`config.mk`:
```
export PLATFORM = sky130hd
export DESIGN_NAME = selective_repeat_sender_window
export DESIGN_NICKNAME = d
export VERILOG_FILES = /design/src/rtl/core/srsw_pkg.sv /design/src/rtl/core/srsw_ctrl.sv /design/src/rtl/core/srsw_datapath.sv /design/src/rtl/core/selective_repeat_sender_window.sv
export SDC_FILE = /design/constraint.sdc
export NUM_CORES = 1
export LEC_CHECK = 0
export ABC_AREA = 0
export BUFFER_PORTS_ARGS = -buffer_cell sky130_fd_sc_hd__buf_4
export CAP_MARGIN = 10
export CORE_ASPECT_RATIO = 1.1
export CORE_MARGIN = 1.5
export CORE_UTILIZATION = 40
export DETAILED_ROUTE_END_ITERATION = 12
export HOLD_SLACK_MARGIN = 0.12
export PLACE_DENSITY = 0.68
export SYNTH_ARGS = -nofsm -noshare
export SYNTH_HDL_FRONTEND = slang
export SYNTH_SLANG_ARGS = --single-unit
```
`constraint.sdc`:
```
create_clock -name aclk -period 5.1 [get_ports aclk]
set_input_delay 0.765 -clock aclk [delete_from_list [all_inputs] [get_ports aclk]]
set_output_delay 0.765 -clock aclk [all_outputs]
set_load 0.05 [all_outputs]
```
`src/rtl/core/srsw_pkg.sv`:
```
`timescale 1ns / 1ps
// ----------------------------------------------------------------------------
// srsw_pkg
// Shared constants, codes and controller/datapath interface types for the
// selective-repeat sender window.
// ----------------------------------------------------------------------------
package srsw_pkg;

    localparam int SEQ_BITS   = 3;
    localparam int SEQ_SPACE  = 1 << SEQ_BITS;
    localparam int MAX_WINDOW = 8;
    localparam int WIN_CAP    = (MAX_WINDOW < SEQ_SPACE) ? MAX_WINDOW : SEQ_SPACE;
    localparam int CNT_W      = $clog2(WIN_CAP + 1);
    localparam int WSZ_W      = 4;
    localparam int ACT_W      = 2;
    localparam int S_DATA_W   = 8;
    localparam int M_DATA_W   = 24;

    localparam logic [ACT_W-1:0] ACT_SEND   = 2'd0;
    localparam logic [ACT_W-1:0] ACT_ACK    = 2'd1;
    localparam logic [ACT_W-1:0] ACT_EXPIRE = 2'd2;

    typedef logic [SEQ_BITS-1:0] seq_t;
    typedef logic [CNT_W-1:0]    cnt_t;

    typedef struct packed {
        logic load_in;
        logic exec;
        logic slide_step;
        logic slide_end;
        logic load_out;
    } ctrl_cmd_t;

    typedef struct packed {
        logic ack_hit;
        logic slide_more;
        logic out_free;
    } ctrl_status_t;

endpackage

```
`src/rtl/core/srsw_ctrl.sv`:
```
`timescale 1ns / 1ps
// ----------------------------------------------------------------------------
// srsw_ctrl
// Sequencer: takes an event word, runs it, walks the window base past acked
// entries one per cycle, then hands the result to the output register.
// ----------------------------------------------------------------------------
module srsw_ctrl (
    input  logic                  aclk,
    input  logic                  aresetn,
    input  logic                  s_tvalid,
    output logic                  s_tready,
    input  srsw_pkg::ctrl_status_t status,
    output srsw_pkg::ctrl_cmd_t   cmd
);
    import srsw_pkg::*;

    localparam logic [1:0] ST_IDLE   = 2'd0;
    localparam logic [1:0] ST_EXEC   = 2'd1;
    localparam logic [1:0] ST_SLIDE  = 2'd2;
    localparam logic [1:0] ST_FINISH = 2'd3;

    logic [1:0] state_reg;
    logic [1:0] state_next;

    always_comb begin
        state_next = state_reg;
        cmd        = '0;
        s_tready   = 1'b0;
        unique case (state_reg)
            ST_IDLE: begin
                s_tready = 1'b1;
                if (s_tvalid) begin
                    cmd.load_in = 1'b1;
                    state_next  = ST_EXEC;
                end
            end
            ST_EXEC: begin
                cmd.exec   = 1'b1;
                state_next = status.ack_hit ? ST_SLIDE : ST_FINISH;
            end
            ST_SLIDE: begin
                if (status.slide_more) begin
                    cmd.slide_step = 1'b1;
                end else begin
                    cmd.slide_end = 1'b1;
                    state_next    = ST_FINISH;
                end
            end
            ST_FINISH: begin
                if (status.out_free) begin
                    cmd.load_out = 1'b1;
                    s_tready     = 1'b1;
                    if (s_tvalid) begin
                        cmd.load_in = 1'b1;
                        state_next  = ST_EXEC;
                    end else begin
                        state_next = ST_IDLE;
                    end
                end
            end
            default: state_next = ST_IDLE;
        endcase
    end

    always_ff @(posedge aclk) begin
        if (!aresetn) begin
            state_reg <= ST_IDLE;
        end else begin
            state_reg <= state_next;
        end
    end

endmodule

```
`src/rtl/core/srsw_datapath.sv`:
```
`timescale 1ns / 1ps
// ----------------------------------------------------------------------------
// srsw_datapath
// Window state, per-sequence acked marks, event evaluation, result build-up
// and the output register.
// ----------------------------------------------------------------------------
module srsw_datapath (
    input  logic                          aclk,
    input  logic                          aresetn,
    input  logic                          cfg_valid,
    input  logic [srsw_pkg::WSZ_W-1:0]    cfg_data,
    input  logic [srsw_pkg::ACT_W-1:0]    s_tuser,
    input  logic [srsw_pkg::S_DATA_W-1:0] s_tdata,
    output logic                          m_tvalid,
    input  logic                          m_tready,
    output logic [srsw_pkg::M_DATA_W-1:0] m_tdata,
    input  srsw_pkg::ctrl_cmd_t           cmd,
    output srsw_pkg::ctrl_status_t        status
);
    import srsw_pkg::*;

    logic [WSZ_W-1:0]     wsize_reg;
    seq_t                 base_reg, base_next;
    seq_t                 nseq_reg, nseq_next;
    cnt_t                 count_reg, count_next;
    logic [SEQ_SPACE-1:0] marks_reg, marks_next;
    logic                 full_reg, full_next;

    logic [ACT_W-1:0] act_reg;
    seq_t             ack_seq_reg;
    logic             ack_ok_reg;
    seq_t             exp_seq_reg;

    logic accepted_reg, accepted_next;
    logic txv_reg, txv_next;
    seq_t txseq_reg, txseq_next;
    logic tstart_reg, tstart_next;
    logic tstop_reg, tstop_next;
    seq_t tseq_reg, tseq_next;
    cnt_t released_reg, released_next;

    logic                m_valid_reg;
    logic [M_DATA_W-1:0] m_data_reg;

    logic [WSZ_W-1:0] eff_win;
    seq_t             ack_off;
    seq_t             exp_off;
    logic             send_ok;
    logic             ack_hit;
    logic             exp_hit;
    cnt_t             count_inc;

    always_comb begin
        if (wsize_reg == '0) begin
            eff_win = WSZ_W'(1);
        end else if (wsize_reg > WSZ_W'(WIN_CAP)) begin
            eff_win = WSZ_W'(WIN_CAP);
        end else begin
            eff_win = wsize_reg;
        end
    end

    assign ack_off   = ack_seq_reg - base_reg;
    assign exp_off   = exp_seq_reg - base_reg;
    assign count_inc = count_reg + CNT_W'(1);
    assign send_ok   = (act_reg == ACT_SEND) && !full_reg && (count_reg < CNT_W'(WIN_CAP));
    assign ack_hit   = (act_reg == ACT_ACK) && (count_reg != '0) && ack_ok_reg
                       && (CNT_W'(ack_off) < count_reg);
    assign exp_hit   = (act_reg == ACT_EXPIRE) && (count_reg != '0)
                       && (CNT_W'(exp_off) < count_reg);

    assign status.ack_hit    = ack_hit;
    assign status.slide_more = (count_reg != '0) && marks_reg[base_reg];
    assign status.out_free   = !m_valid_reg || m_tready;

    always_comb begin
        base_next     = base_reg;
        nseq_next     = nseq_reg;
        count_next    = count_reg;
        marks_next    = marks_reg;
        full_next     = full_reg;
        accepted_next = accepted_reg;
        txv_next      = txv_reg;
        txseq_next    = txseq_reg;
        tstart_next   = tstart_reg;
        tstop_next    = tstop_reg;
        tseq_next     = tseq_reg;
        released_next = released_reg;

        if (cmd.exec) begin
            accepted_next = 1'b0;
            txv_next      = 1'b0;
            txseq_next    = '0;
            tstart_next   = 1'b0;
            tstop_next    = 1'b0;
            tseq_next     = '0;
            released_next = '0;
            case (act_reg)
                ACT_SEND: begin
                    if (send_ok) begin
                        marks_next[nseq_reg] = 1'b0;
                        accepted_next        = 1'b1;
                        txv_next             = 1'b1;
                        txseq_next           = nseq_reg;
                        tstart_next          = 1'b1;
                        tseq_next            = nseq_reg;
                        count_next           = count_inc;
                        if (WSZ_W'(count_inc) >= eff_win) begin
                            full_next = 1'b1;
                        end
                        nseq_next = nseq_reg + SEQ_BITS'(1);
                    end
                end
                ACT_ACK: begin
                    if (ack_hit) begin
                        marks_next[ack_seq_reg] = 1'b1;
                        tstop_next              = 1'b1;
                        tseq_next               = ack_seq_reg;
                    end
                end
                ACT_EXPIRE: begin
                    if (exp_hit) begin
                        txv_next    = 1'b1;
                        txseq_next  = exp_seq_reg;
                        tstart_next = 1'b1;
                        tseq_next   = exp_seq_reg;
                    end
                end
                default: ;
            endcase
        end

        if (cmd.slide_step) begin
            marks_next[base_reg] = 1'b0;
            base_next            = base_reg + SEQ_BITS'(1);
            count_next           = count_reg - CNT_W'(1);
            released_next        = released_reg + CNT_W'(1);
        end

        if (cmd.slide_end && (WSZ_W'(count_reg) < eff_win)) begin
            full_next = 1'b0;
        end
    end

    always_ff @(posedge aclk) begin
        if (!aresetn) begin
            wsize_reg   <= WSZ_W'(4);
            base_reg    <= '0;
            nseq_reg    <= '0;
            count_reg   <= '0;
            marks_reg   <= '0;
            full_reg    <= 1'b0;
            m_valid_reg <= 1'b0;
        end else begin
            if (cfg_valid) begin
                wsize_reg <= cfg_data;
            end
            base_reg  <= base_next;
            nseq_reg  <= nseq_next;
            count_reg <= count_next;
            marks_reg <= marks_next;
            full_reg  <= full_next;
            if (cmd.load_out) begin
                m_valid_reg <= 1'b1;
            end else if (m_tready) begin
                m_valid_reg <= 1'b0;
            end
        end
    end

    always_ff @(posedge aclk) begin
        accepted_reg <= accepted_next;
        txv_reg      <= txv_next;
        txseq_reg    <= txseq_next;
        tstart_reg   <= tstart_next;
        tstop_reg    <= tstop_next;
        tseq_reg     <= tseq_next;
        released_reg <= released_next;
        if (cmd.load_in) begin
            act_reg     <= s_tuser;
            ack_seq_reg <= s_tdata[2:0];
            ack_ok_reg  <= s_tdata[3];
            exp_seq_reg <= s_tdata[6:4];
        end
        if (cmd.load_out) begin
            m_data_reg <= {5'd0, released_reg, count_reg, full_reg, tseq_reg, tstop_reg,
                           tstart_reg, txseq_reg, txv_reg, accepted_reg};
        end
    end

    assign m_tvalid = m_valid_reg;
    assign m_tdata  = m_data_reg;

endmodule

```
`src/rtl/core/selective_repeat_sender_window.sv`:
```
`timescale 1ns / 1ps
// ----------------------------------------------------------------------------
// selective_repeat_sender_window
// Sender side of a selective-repeat ARQ window. Each input word is one event
// (send request, acknowledgement, or timer expiry); each event yields exactly
// one result word telling the host which sequence number to transmit and
// which timer to start or stop, plus the window occupancy after the event.
// Sends, expiries and ignored events pass through the execute and finish
// states; a valid acknowledgement also passes through the slide state, where
// the base advances past acked entries one entry per cycle. A finished
// result sits in the output register while the next event is taken.
// window_size must be written through cfg_* only while the block is idle;
// the block does not enforce it; values outside 1..8 saturate into that range.
// ----------------------------------------------------------------------------
module selective_repeat_sender_window (
    input  logic                          aclk,
    input  logic                          aresetn,
    // configuration: window_size
    input  logic                          cfg_valid,
    output logic                          cfg_ready,
    input  logic [srsw_pkg::WSZ_W-1:0]    cfg_data,
    // events
    input  logic                          s_tvalid,
    output logic                          s_tready,
    input  logic [srsw_pkg::S_DATA_W-1:0] s_tdata,  // ack_seq, ack_check_ok, expired_seq
    input  logic [srsw_pkg::ACT_W-1:0]    s_tuser,  // action
    // results
    output logic                          m_tvalid,
    input  logic                          m_tready,
    // send_accepted, tx_valid, tx_seq, timer_start, timer_stop, timer_seq,
    // window_full, outstanding, released
    output logic [srsw_pkg::M_DATA_W-1:0] m_tdata
);
    import srsw_pkg::*;

    ctrl_cmd_t    cmd;
    ctrl_status_t status;

    assign cfg_ready = 1'b1;

    srsw_ctrl u_ctrl (
        .aclk     (aclk),
        .aresetn  (aresetn),
        .s_tvalid (s_tvalid),
        .s_tready (s_tready),
        .status   (status),
        .cmd      (cmd)
    );

    srsw_datapath u_datapath (
        .aclk      (aclk),
        .aresetn   (aresetn),
        .cfg_valid (cfg_valid),
        .cfg_data  (cfg_data),
        .s_tuser   (s_tuser),
        .s_tdata   (s_tdata),
        .m_tvalid  (m_tvalid),
        .m_tready  (m_tready),
        .m_tdata   (m_tdata),
        .cmd       (cmd),
        .status    (status)
    );

endmodule
```
==> out/metrics.cfg <==
[setup_path]
arrival_ns = 3.70
end_kind = register
required_ns = 5.32
reg2regPathDepth = 11
cp-start-kind = register
path_max_fanout = 13
path_class = reg -> reg

[sta]
holdWs_ns = 0.421
slew_violations = 0
hold_viol_final = 0
rsz0062_at_grt = no
period_minus_slack_ns = 3.48
fmax_mhz = 287
finalSetupViolations = 0
final.setup_skew_ns = 0.00658
worst_slew_pin_slew_ns = 0.929
final.period_utilization = 0.683
relSlewSlack = 0.372
setup_slack_ns = 1.62
tns_ns = 0

[final_layout]
layout_common_cells = 40 x edfxtp_1, 39 x buf_4, 26 x dfxtp_1, 24 x ha_1, 22 x nor2_1
largest_reg_flops = 18
insertedDiodeCount = 0
final_nets = 376
layout_commonest_cell = edfxtp_1
fillers = 728
final_layout_size_suffix_gt1_frac = 0.179
area_growth_pct = 14.7

[floorplanning]
dieArea_sq_um = 8990
core_sq_um = 8040
pin_count = 46
die_w_um = 90.5
start_util = 0.419
die_h_um = 99.3
rows = 34

[detailed_routing]
wirelength_um = 6860
ant_nets = 0
drt-met1-wl_um = 2840
viasPerCell = 5.37
wl_met3_um = 295
dr_wl_met2_um = 3510
firstDrtPassIters = 4
drc_errors = 0
drt_iter0_markers = 130
wire_per_inst_um = 15.5
routed.top_layer = met4
vias = 2386

[power_and_ir_drop]
p_leak_nw = 1.50
power_density_nw_per_um2 = 428
vdd_drop_max_mv = 0.141

[status]
status = completed

[logic_synthesis]
synthCells = 299
yosys_warnings = 0
syn_area_sq_um = 3370
ys_seq_area_frac = 0.511
ys_ff_latch = 66
syn_area_per_cell_sq_um = 11.3
synth_cell_types = 54
synth_edf_count = 40
async_reset_ff_frac = 0
ys.flop_type = edfxtp_1

[clocking]
cts.sink_count = 66
postCtsSetupBuffers = 0
clk_latency_ns = 0.35
cts_tree = done
cts-resized-gates = 0
clkSlewWorstSetupHoldPaths_ns = 0.07
cts.htree.levels = 3
root_buffer = clkbuf_8
cts_buffers = 9
holdBufCountCts = 0
cts_buffer_depth = 2

[global_routing]
antenna_found_initial = 0
grt_pass1_wl_um = 11300
grtUsageTotal = 0.164
overflow = 0
grt_max_degree = 20
grt_pass1_vias = 2325

[flow_run]
drv_cap = 0

[place]
place_congestion = 0.874
dpl_worst_slack_ns = 1.65
dp_hpwl_um = 4820
io_buffers = 38

[hold_path]
hold_path_class = reg -> reg
whs_path_depth = 0

[per-layer routing]
layer  vias up  global-route usage
li1       1148                   -
met1      1156               0.180
met2        65               0.286
met3        17              0.0359
met4         0               0.104
met5         -                   0
[stage by stage]
stage	instances	power, mW	util	cell area [sq um]
finish	444	1.65	0.481	3870
global route	444	1.74	0.481	3870
CTS	444	1.67	0.481	3870
detailed placement	428	1.25	0.459	3690
global placement	428	1.24	0.459	3690
floorplan	303	1.11	-	3390
[logic make-up after synthesis]
| logic type | Yosys count | synth area share |
|---|---|---|
| AND/OR/NAND/NOR | 80 | 0.122 |
| AO/OA/AOI/OAI | 67 | 0.154 |
| flip-flops | 66 | 0.511 |
| buffers and inverters | 39 | 0.0564 |
| adder cells (fa/ha/maj) | 26 | 0.101 |
| XOR/XNOR | 11 | 0.0286 |
| multiplexers | 8 | 0.0252 |
| other | 2 | 0.00223 |
[path summary, 6_finish.rpt]
| path | slack, ns | end | from |
|---|---|---|---|
| worst min-delay path | 0.42 | u_datapath.m_tdata[3] | u_datapath.txseq_reg[1] |
| worst min register to register | 0.42 | u_datapath.m_tdata[3] | u_datapath.txseq_reg[1] |
| worst max register to register | 1.62 | u_datapath.marks_reg[0] | u_datapath.base_reg[0] |
| worst max-delay path | 1.62 | u_datapath.marks_reg[0] | u_datapath.base_reg[0] |
[power breakdown]
| group | total, mW | leakage, nW | internal, mW | switching (mW) |
|---|---|---|---|---|
| Clock | 0.413 | 0.0941 | 0.224 | 0.189 |
| Combinational | 0.465 | 0.820 | 0.154 | 0.310 |
| Sequential | 0.777 | 0.587 | 0.701 | 0.0766 |
[worst max-delay path, stage by stage (launching register included)]
cell and delay, ns:
dfxtp_1 0.73, ha_1 0.26, inv_1 0.05, fa_1 0.42, xor2_1 0.16, xnor2_1 0.14
ha_1 0.20, nor2b_1 0.12, nor3_1 0.18, o311a_1 0.54, a31oi_1 0.16, a2111oi_1 0.39
[cells in the mapped netlist (7+ instances only)]
master	count	area share
a21oi_1	11	0.016
buf_4	8	0.018
clkbuf_1	8	0.0089
dfxtp_1	26	0.15
edfxtp_1	40	0.36
ha_1	24	0.089
inv_1	16	0.018
mux2i_1	7	0.021
nand2_1	16	0.018
nor2_1	22	0.024
nor2b_1	8	0.015
nor3_1	10	0.015
o21ai_0	8	0.012
[layout make-up]
type | count | area, sq um | area share
Clock inverter | 4 | 45.0 | 0.0116
Tap cell | 108 | 135 | 0.0349
Multi-Input combinational cell | 198 | 1470 | 0.381
Sequential cell | 66 | 1720 | 0.445
Clock buffer | 12 | 135 | 0.0349
Timing Repair Buffer | 39 | 293 | 0.0757
Inverter | 17 | 63.8 | 0.0165
No activity file was read; power rests on OpenSTA's default activity.
